===== config.mk =====
export PLATFORM = sky130hd
export DESIGN_NAME = small_matrix_arithmetic_unit
export DESIGN_NICKNAME = d
export VERILOG_FILES = /design/src/rtl/core/smau_pkg.sv /design/src/rtl/core/smau_ram.sv /design/src/rtl/core/smau_alu.sv /design/src/rtl/core/small_matrix_arithmetic_unit.sv
export SDC_FILE = /design/constraint.sdc
export NUM_CORES = 2
export LEC_CHECK = 0
export ABC_AREA = 1
export BUFFER_PORTS_ARGS = -buffer_cell sky130_fd_sc_hd__buf_2
export CAP_MARGIN = 20
export CELL_PAD_IN_SITES_DETAIL_PLACEMENT = 0
export CELL_PAD_IN_SITES_GLOBAL_PLACEMENT = 1
export CORE_MARGIN = 5
export CORE_UTILIZATION = 52
export DETAILED_ROUTE_END_ITERATION = 10
export PLACE_DENSITY_LB_ADDON = 0.1
export SLEW_MARGIN = 15
export SYNTH_ARGS = -nofsm -noshare
export SYNTH_HDL_FRONTEND = slang
export SYNTH_HIERARCHICAL = 1
export SYNTH_SLANG_ARGS = --single-unit

===== constraint.sdc =====
create_clock -name clk -period 20.3 [get_ports clk]
set_input_delay 1.015 -clock clk [delete_from_list [all_inputs] [get_ports clk]]
set_output_delay 1.015 -clock clk [all_outputs]
set_load 0.02 [all_outputs]

===== src/rtl/core/smau_pkg.sv =====
package smau_pkg;

	// Operation register codes
	localparam logic [2:0] OP_ADD   = 3'd0;
	localparam logic [2:0] OP_SUB   = 3'd1;
	localparam logic [2:0] OP_NEG   = 3'd2;
	localparam logic [2:0] OP_SCALE = 3'd3;
	localparam logic [2:0] OP_MMUL  = 3'd4;
	localparam logic [2:0] OP_MVEC  = 3'd5;

	// Command codes of an input item
	localparam logic [1:0] CMD_LOAD_A = 2'd0;
	localparam logic [1:0] CMD_LOAD_B = 2'd1;
	localparam logic [1:0] CMD_RUN    = 2'd2;

	// Register indexes on the APB port (byte address = 4 * index)
	localparam logic [2:0] REG_OPERATION = 3'd0;
	localparam logic [2:0] REG_ROWS_A    = 3'd1;
	localparam logic [2:0] REG_COLS_A    = 3'd2;
	localparam logic [2:0] REG_COLS_B    = 3'd3;
	localparam logic [2:0] REG_SCALE     = 3'd4;

	localparam int FRAC_BITS  = 16;
	localparam int RESULT_CAP = 16;
	localparam int CNT_W      = $clog2(RESULT_CAP);

	// Sequencer controls for the arithmetic unit
	typedef struct packed {
		logic load_term;  // register product / sum of the operands
		logic acc_en;     // add the term into the accumulator
		logic acc_clr;    // clear the accumulator
	} alu_ctrl_t;

endpackage


===== src/rtl/core/smau_ram.sv =====
module smau_ram #(
	parameter int WIDTH = 32,
	parameter int DEPTH = 16,
	localparam int ADDR_W = (DEPTH > 1) ? $clog2(DEPTH) : 1
) (
	input  logic              clk,
	input  logic              we,
	input  logic [ADDR_W-1:0] waddr,
	input  logic [WIDTH-1:0]  wdata,
	input  logic [ADDR_W-1:0] raddr,
	output logic [WIDTH-1:0]  rdata
);

	logic [WIDTH-1:0] mem [DEPTH];
	logic [WIDTH-1:0] rdata_q;

	// one write port, registered read port
	always_ff @(posedge clk) begin
		if (we) begin
			mem[waddr] <= wdata;
		end
		rdata_q <= mem[raddr];
	end

	assign rdata = rdata_q;

endmodule


===== src/rtl/core/smau_alu.sv =====
module smau_alu #(
	parameter int MAX_DIM = 4
) (
	input  logic                    clk,
	input  smau_pkg::alu_ctrl_t     ctrl,
	input  logic [2:0]              operation,
	input  logic signed [31:0]      a_data,
	input  logic signed [31:0]      b_data,
	input  logic signed [31:0]      scale_factor,
	output logic signed [31:0]      result
);
	import smau_pkg::*;

	// exact sum of up to MAX_DIM Q32.32 products, plus headroom
	localparam int ACC_W = 66 + $clog2(MAX_DIM);

	localparam logic signed [ACC_W-1:0] SAT_HI = {{(ACC_W-31){1'b0}}, {31{1'b1}}};
	localparam logic signed [ACC_W-1:0] SAT_LO = {{(ACC_W-31){1'b1}}, {31{1'b0}}};

	logic signed [31:0]      mul_b;
	logic signed [63:0]      product;
	logic signed [63:0]      term_d;
	logic signed [63:0]      term_q;
	logic signed [ACC_W-1:0] acc_q;
	logic signed [ACC_W-1:0] scaled;
	logic                    floor_en;

	// shared multiplier: B operand or the scale constant
	assign mul_b   = (operation == OP_SCALE) ? scale_factor : b_data;
	assign product = a_data * mul_b;

	always_comb begin
		case (operation)
			OP_ADD:  term_d = 64'(a_data) + 64'(b_data);
			OP_SUB:  term_d = 64'(a_data) - 64'(b_data);
			OP_NEG:  term_d = -64'(a_data);
			default: term_d = product;
		endcase
	end

	// term register, then exact accumulation
	always_ff @(posedge clk) begin
		if (ctrl.load_term) begin
			term_q <= term_d;
		end
		if (ctrl.acc_clr) begin
			acc_q <= '0;
		end else if (ctrl.acc_en) begin
			acc_q <= acc_q + ACC_W'(term_q);
		end
	end

	// products drop the fraction by flooring, then saturate to Q16.16
	assign floor_en = (operation == OP_SCALE) || (operation == OP_MMUL) ||
	                  (operation == OP_MVEC);
	assign scaled   = floor_en ? (acc_q >>> FRAC_BITS) : acc_q;

	always_comb begin
		if (scaled > SAT_HI) begin
			result = 32'sh7FFF_FFFF;
		end else if (scaled < SAT_LO) begin
			result = 32'sh8000_0000;
		end else begin
			result = scaled[31:0];
		end
	end

endmodule


===== src/rtl/core/small_matrix_arithmetic_unit.sv =====
// Small matrix arithmetic unit: add, subtract, negate, scale, matrix product and
// matrix-vector product on Q16.16 matrices of up to MAX_DIM x MAX_DIM.
// Command channel: an item is taken when start is high and busy is low.
//   Load A / load B items write one element; busy stays low, so loads can be
//   issued back to back. Loads outside the configured shape are dropped. A run
//   item with a valid operation starts the sequencer and holds busy to its end.
// Results: each element appears for one cycle with result_valid high, in
//   row-major order; last_element marks the final one. The receiver cannot
//   stall the block.
// Run sequence: every element goes through the shared term register and
//   accumulator. Element-wise operations step through RAM read, term, add and
//   output; products repeat read, term and add per column of A, then output.
//   Busy drops in the cycle the last strobe is raised.
// Configuration is an APB port (5 registers, 4-byte stride), written only while
//   the block is idle: a rule for the user that the block does not enforce. Reset
//   restores the register defaults and idles the sequencer; the matrix stores
//   are not cleared and must be loaded before use.
module small_matrix_arithmetic_unit #(
	parameter int MAX_DIM = 4
) (
	input  logic               clk,
	input  logic               arst_n,
	// command channel
	input  logic               start,
	output logic               busy,
	input  logic [1:0]         opcode,
	input  logic [1:0]         row_index,
	input  logic [1:0]         col_index,
	input  logic signed [31:0] element_value,
	// result channel
	output logic               result_valid,
	output logic [1:0]         out_row,
	output logic [1:0]         out_col,
	output logic signed [31:0] out_value,
	output logic               last_element,
	// configuration
	input  logic               psel,
	input  logic               penable,
	input  logic               pwrite,
	input  logic [4:0]         paddr,
	input  logic [31:0]        pwdata,
	output logic [31:0]        prdata,
	output logic               pready
);
	import smau_pkg::*;

	localparam int DEPTH  = MAX_DIM * MAX_DIM;
	localparam int ADDR_W = (DEPTH > 1) ? $clog2(DEPTH) : 1;
	localparam int IDX_W  = (MAX_DIM > 1) ? $clog2(MAX_DIM) : 1;
	localparam int DIM_W  = $clog2(MAX_DIM + 1);

	typedef enum logic [4:0] {
		S_IDLE = 5'b00001,
		S_RD   = 5'b00010,
		S_MUL  = 5'b00100,
		S_ACC  = 5'b01000,
		S_OUT  = 5'b10000
	} state_t;

	function automatic logic [DIM_W-1:0] clamp_dim(input logic [2:0] r);
		if (r == 3'd0) begin
			return DIM_W'(1);
		end else if (int'(r) > MAX_DIM) begin
			return DIM_W'(MAX_DIM);
		end else begin
			return DIM_W'(r);
		end
	endfunction

	function automatic logic [ADDR_W-1:0] elem_addr(input int r, input int c);
		return ADDR_W'(r * MAX_DIM + c);
	endfunction

	state_t                  state_q;
	logic [2:0]              operation_q;
	logic [2:0]              rows_a_q;
	logic [2:0]              cols_a_q;
	logic [2:0]              cols_b_q;
	logic signed [31:0]      scale_q;
	logic [IDX_W-1:0]        i_q;
	logic [IDX_W-1:0]        j_q;
	logic [IDX_W-1:0]        k_q;
	logic [CNT_W-1:0]        n_q;
	logic                    valid_q;
	logic                    last_q;
	logic [1:0]              row_q;
	logic [1:0]              col_q;
	logic signed [31:0]      value_q;

	logic [DIM_W-1:0]        ra, ca, cb, nc, br, bc;
	logic                    is_dot, is_vec;
	logic                    accept, cfg_wr;
	logic                    load_in_a, load_in_b, run_ok;
	logic                    we_a, we_b;
	logic [ADDR_W-1:0]       waddr;
	logic [ADDR_W-1:0]       raddr_a, raddr_b;
	logic signed [31:0]      rdata_a, rdata_b;
	logic signed [31:0]      alu_result;
	logic                    k_last, j_last, i_last, elem_last;
	alu_ctrl_t               alu_ctrl;

	// effective sizes
	assign ra     = clamp_dim(rows_a_q);
	assign ca     = clamp_dim(cols_a_q);
	assign cb     = clamp_dim(cols_b_q);
	assign is_dot = (operation_q == OP_MMUL) || (operation_q == OP_MVEC);
	assign is_vec = (operation_q == OP_MVEC);
	assign nc     = (operation_q == OP_MMUL) ? cb :
	                (operation_q == OP_MVEC) ? DIM_W'(1) : ca;
	// shape of B that the current operation reads
	assign br     = is_dot ? ca : ra;
	assign bc     = (operation_q == OP_MMUL) ? cb :
	                (operation_q == OP_MVEC) ? DIM_W'(1) : ca;

	// command decode
	assign busy      = (state_q != S_IDLE);
	assign accept    = start && !busy;
	assign load_in_a = (DIM_W'(row_index) < ra) && (DIM_W'(col_index) < ca);
	assign load_in_b = (DIM_W'(row_index) < br) && (DIM_W'(col_index) < bc);
	assign we_a      = accept && (opcode == CMD_LOAD_A) && load_in_a;
	assign we_b      = accept && (opcode == CMD_LOAD_B) && load_in_b;
	assign run_ok    = accept && (opcode == CMD_RUN) && (operation_q <= OP_MVEC);
	assign waddr     = elem_addr(int'(row_index), int'(col_index));

	// operand addresses from the loop counters
	assign raddr_a = is_dot ? elem_addr(int'(i_q), int'(k_q)) :
	                 elem_addr(int'(i_q), int'(j_q));
	assign raddr_b = !is_dot ? elem_addr(int'(i_q), int'(j_q)) :
	                 is_vec  ? elem_addr(int'(k_q), 0) : elem_addr(int'(k_q), int'(j_q));

	smau_ram #(.WIDTH(32), .DEPTH(DEPTH)) u_store_a (
		.clk   (clk),
		.we    (we_a),
		.waddr (waddr),
		.wdata (element_value),
		.raddr (raddr_a),
		.rdata (rdata_a)
	);

	smau_ram #(.WIDTH(32), .DEPTH(DEPTH)) u_store_b (
		.clk   (clk),
		.we    (we_b),
		.waddr (waddr),
		.wdata (element_value),
		.raddr (raddr_b),
		.rdata (rdata_b)
	);

	// arithmetic unit controls
	always_comb begin
		alu_ctrl.load_term = (state_q == S_MUL);
		alu_ctrl.acc_en    = (state_q == S_ACC);
		alu_ctrl.acc_clr   = run_ok || (state_q == S_OUT);
	end

	smau_alu #(.MAX_DIM(MAX_DIM)) u_alu (
		.clk          (clk),
		.ctrl         (alu_ctrl),
		.operation    (operation_q),
		.a_data       (rdata_a),
		.b_data       (rdata_b),
		.scale_factor (scale_q),
		.result       (alu_result)
	);

	// loop ends
	assign k_last    = !is_dot || (DIM_W'(k_q) == ca - DIM_W'(1));
	assign j_last    = (DIM_W'(j_q) == nc - DIM_W'(1));
	assign i_last    = (DIM_W'(i_q) == ra - DIM_W'(1));
	assign elem_last = (j_last && i_last) || (n_q == CNT_W'(RESULT_CAP - 1));

	// sequencer
	always_ff @(posedge clk or negedge arst_n) begin
		if (!arst_n) begin
			state_q <= S_IDLE;
			i_q     <= '0;
			j_q     <= '0;
			k_q     <= '0;
			n_q     <= '0;
		end else begin
			case (state_q)
				S_IDLE: begin
					if (run_ok) begin
						i_q     <= '0;
						j_q     <= '0;
						k_q     <= '0;
						n_q     <= '0;
						state_q <= S_RD;
					end
				end
				S_RD:  state_q <= S_MUL;
				S_MUL: state_q <= S_ACC;
				S_ACC: begin
					if (k_last) begin
						state_q <= S_OUT;
					end else begin
						k_q     <= k_q + IDX_W'(1);
						state_q <= S_RD;
					end
				end
				S_OUT: begin
					k_q <= '0;
					n_q <= n_q + CNT_W'(1);
					if (elem_last) begin
						state_q <= S_IDLE;
					end else begin
						state_q <= S_RD;
						if (j_last) begin
							j_q <= '0;
							i_q <= i_q + IDX_W'(1);
						end else begin
							j_q <= j_q + IDX_W'(1);
						end
					end
				end
				default: state_q <= S_IDLE;
			endcase
		end
	end

	// result strobe
	always_ff @(posedge clk or negedge arst_n) begin
		if (!arst_n) begin
			valid_q <= 1'b0;
			last_q  <= 1'b0;
		end else begin
			valid_q <= (state_q == S_OUT);
			last_q  <= (state_q == S_OUT) && elem_last;
		end
	end

	// result payload
	always_ff @(posedge clk) begin
		if (state_q == S_OUT) begin
			row_q   <= 2'(i_q);
			col_q   <= 2'(j_q);
			value_q <= alu_result;
		end
	end

	assign result_valid = valid_q;
	assign last_element = last_q;
	assign out_row      = row_q;
	assign out_col      = col_q;
	assign out_value    = value_q;

	// configuration registers
	assign pready = 1'b1;
	assign cfg_wr = psel && penable && pwrite;

	always_ff @(posedge clk or negedge arst_n) begin
		if (!arst_n) begin
			operation_q <= OP_ADD;
			rows_a_q    <= 3'd4;
			cols_a_q    <= 3'd4;
			cols_b_q    <= 3'd4;
			scale_q     <= 32'sd65536;
		end else if (cfg_wr) begin
			case (paddr[4:2])
				REG_OPERATION: operation_q <= pwdata[2:0];
				REG_ROWS_A:    rows_a_q    <= pwdata[2:0];
				REG_COLS_A:    cols_a_q    <= pwdata[2:0];
				REG_COLS_B:    cols_b_q    <= pwdata[2:0];
				REG_SCALE:     scale_q     <= pwdata;
				default:       ;
			endcase
		end
	end

	always_comb begin
		case (paddr[4:2])
			REG_OPERATION: prdata = {29'd0, operation_q};
			REG_ROWS_A:    prdata = {29'd0, rows_a_q};
			REG_COLS_A:    prdata = {29'd0, cols_a_q};
			REG_COLS_B:    prdata = {29'd0, cols_b_q};
			REG_SCALE:     prdata = scale_q;
			default:       prdata = 32'd0;
		endcase
	end

	// checks
	a_strobe_from_out: assert property (@(posedge clk) disable iff (!arst_n)
		result_valid |-> $past(state_q == S_OUT))
		else $error("result strobe without an output step");

	a_last_is_valid: assert property (@(posedge clk) disable iff (!arst_n)
		last_element |-> result_valid)
		else $error("last flag without a result");

	a_run_goes_busy: assert property (@(posedge clk) disable iff (!arst_n)
		run_ok |=> busy)
		else $error("accepted run did not start the sequencer");

	a_end_on_last: assert property (@(posedge clk) disable iff (!arst_n)
		(result_valid && !last_element) |-> busy)
		else $error("sequencer idled before the last result");

endmodule

==> results_dict.tcl <==
set metrics [dict create \
    status "completed" \
    cp_common_cell "fa_1" \
    initial_core_util_pct 52.3 \
    crit_slowest_cell "fa_1" \
    ant_nets 0 \
    synth-xor-area-share_pct 0.594 \
    ctsResizeCount 0 \
    rows 163 \
    grtUsageTotal_pct 34.5 \
    synth-compound-area-share_pct 4.75 \
    yosysSeqAreaShare_pct 36.8 \
    worst_pin_slew_ns 1.24 \
    h-tree-depth 4 \
    regToRegEndpoint "u_alu/term_q[51]" \
    antenna_found_initial 15 \
    yosys.area_share.simple_pct 21.6 \
    final_common_cell "nand2_1" \
    rr_worst_depth 25 \
    die_area_um2 207000 \
    final_cell_mix "2898 x nand2_1, 2340 x inv_1, 1124 x edfxtp_1" \
    dp_hpwl_um 262000 \
    worst_setup_path_end_kind "flop" \
    cts_buffer_depth 3 \
    synth.avg_cell_area_um2 8.63 \
    placed_cells 14400 \
    clock_latency_ns 0.83 \
    slew_viol_final 0 \
    vias_per_cell 5.58 \
    grt_start_max_net_pins 157 \
    cts.clk_slew.worst_paths_ns 0.07 \
    grt_pass1_vias 81600 \
    grt_pass1_wl_um 531000 \
    clock_tree.root_cell "clkbuf_16" \
    fin_nets 13400 \
    critPathBufInv 6 \
    min_period_ns 11.10 \
    crit_fanout 55 \
    die_w_um 455 \
    ys.flop_type "edfxtp_1" \
    io_buffers 149 \
    fmax_mhz 90.1 \
    critPathLaunchType "flop" \
    ys_warn_count 6 \
    hold_buffers 0 \
    drc 0 \
    cp_top_family "adder cells" \
    arrival_ns 11.64 \
    wirelength_um 361000 \
    synthesis.area_um2 103000 \
    synthMuxAreaShare_pct 0 \
    skew_ns 0.0820 \
    synth_top_family_by_area "adder cells" \
    required_ns 20.84 \
    final_layout_size_suffix_gt1_share_pct 5.93 \
    async_flop_share_pct 4.63 \
    synth_edf_count 1124 \
    tns_ns 0 \
    drt-pass1-iter-count 6 \
    reg2reg_from "operation_q[1]" \
    postCtsSetupBuffers 0 \
    overflow 0 \
    relSlewSlack_pct 17.6 \
    reg2reg_slack_ns 9.20 \
    synth_adder_area_share_pct 25.0 \
    wl_per_cell_um 24.6 \
    ys_types 62 \
    slowest_delay_ns 1.04 \
    hold_violations 0 \
    gp_congestion 1.01 \
    report.final.setup_viol 0 \
    via_count 81900 \
    netlist_instances 11900 \
    area_delta_synth_final_pct 7.53 \
    cts_sinks 1317 \
    worstHoldPathType "in -> async" \
    critPathKind "reg -> reg" \
    synth_nets 13400 \
    finalCritPeriodShare_pct 54.7 \
    rsz0062_at_grt "no" \
    fp.dieH_um 455 \
    ys_seq_elements 1317 \
    ios 153 \
    core-area_um2 197000 \
    cts_buffers 139 \
    cts_tree "yes" \
    fin_cells 14700 \
    drt_iter0_markers 7823 \
    cap_violations 0 \
]
[how the worst max path moves through the flow]
stage                        start          endpoint  slack, ns  cells after the start
floorplan           operation_q[2]  u_alu/term_q[54]      12.21                     32
global placement    operation_q[1]  u_alu/term_q[51]       9.55                     25
detailed placement  operation_q[1]  u_alu/term_q[51]       9.41                     25
CTS                 operation_q[1]  u_alu/term_q[51]       9.45                     27
global route        operation_q[1]  u_alu/term_q[51]       8.92                     27
finish              operation_q[1]  u_alu/term_q[51]       9.20                     25
[layout make-up]
class	count	area, um2
antenna	10	25.0
timing repair buffer	310	2070
clock inverter	60	807
tap	2640	3300
inverter	2412	9090
multi-input combinational	7740	53900
fill	18000	86500
clock buffer	197	3840
sequential	1317	37900
[per-layer routing]
layer  GRT usage (%)  vias up  part of all wire, %
li1                -    37000                    -
met1            44.2    40700                   39
met2            56.9     3337                   48
met3            6.18      802                  7.6
met4            16.9       10                  5.8
met5               0        -                0.017
[state kept, by name, indices dropped and copies added (netlist names), 4 cells and up]
signal,flops
u_store_a/mem,512
u_store_b/mem,512
u_alu/acc_q,68
u_alu/term_q,64
out_value,32
scale_q,32
u_store_a/rdata,32
u_store_b/rdata,32
state_q,5
n_q,4
[per-stage QoR]
step	util, %	area [um2]	hold WS (ns)	worst slack (ns)
global placement	53.7	106000	0.475	9.55
floorplan	-	103000	0.455	12.21
finish	56.2	111000	0.321	9.20
detailed placement	53.8	106000	0.488	9.41
CTS	56.1	111000	0.324	9.45
global route	56.2	111000	0.359	8.92
[kinds of logic after synthesis]
family | count (synthesis)
simple gates | 5357
buf+inv | 2892
fa+ha+maj | 1410
flops | 1317
compound gates | 902
xor+xnor | 70
other cells | 1
[synthesized netlist by cell type, drive strengths merged, types with 2 or more instances]
cell type / instances / area (um2)
nand2: 2927 / 11100
inv: 2390 / 8980
nor2: 1137 / 4370
edfxtp: 1124 / 33800
fa: 1085 / 21700
nand3: 1074 / 5400
o21ai: 425 / 2190
a21oi: 350 / 1770
ha: 325 / 4070
buf: 287 / 1910
clkbuf: 193 / 726
dfxtp: 132 / 2640
nand4: 93 / 588
dfrtp: 56 / 1400
nor3: 52 / 287
xor2: 50 / 438
o21bai: 44 / 330
nor4: 26 / 190
a31oi: 23 / 144
clkinv: 22 / 86.3
or2: 22 / 138
nand3b: 20 / 150
xnor2: 20 / 175
a21o: 12 / 90.1
o21a: 12 / 90.1
o2111ai: 9 / 78.8
a21boi: 8 / 60.1
o211ai: 8 / 60.1
dfstp: 5 / 131
o22ai: 4 / 25.0
and3: 3 / 18.8
a211oi: 2 / 15.0
and2: 2 / 12.5
Power is not shown: default switching activity piles up to over one toggle a cycle in this logic, so the estimate is an artifact.
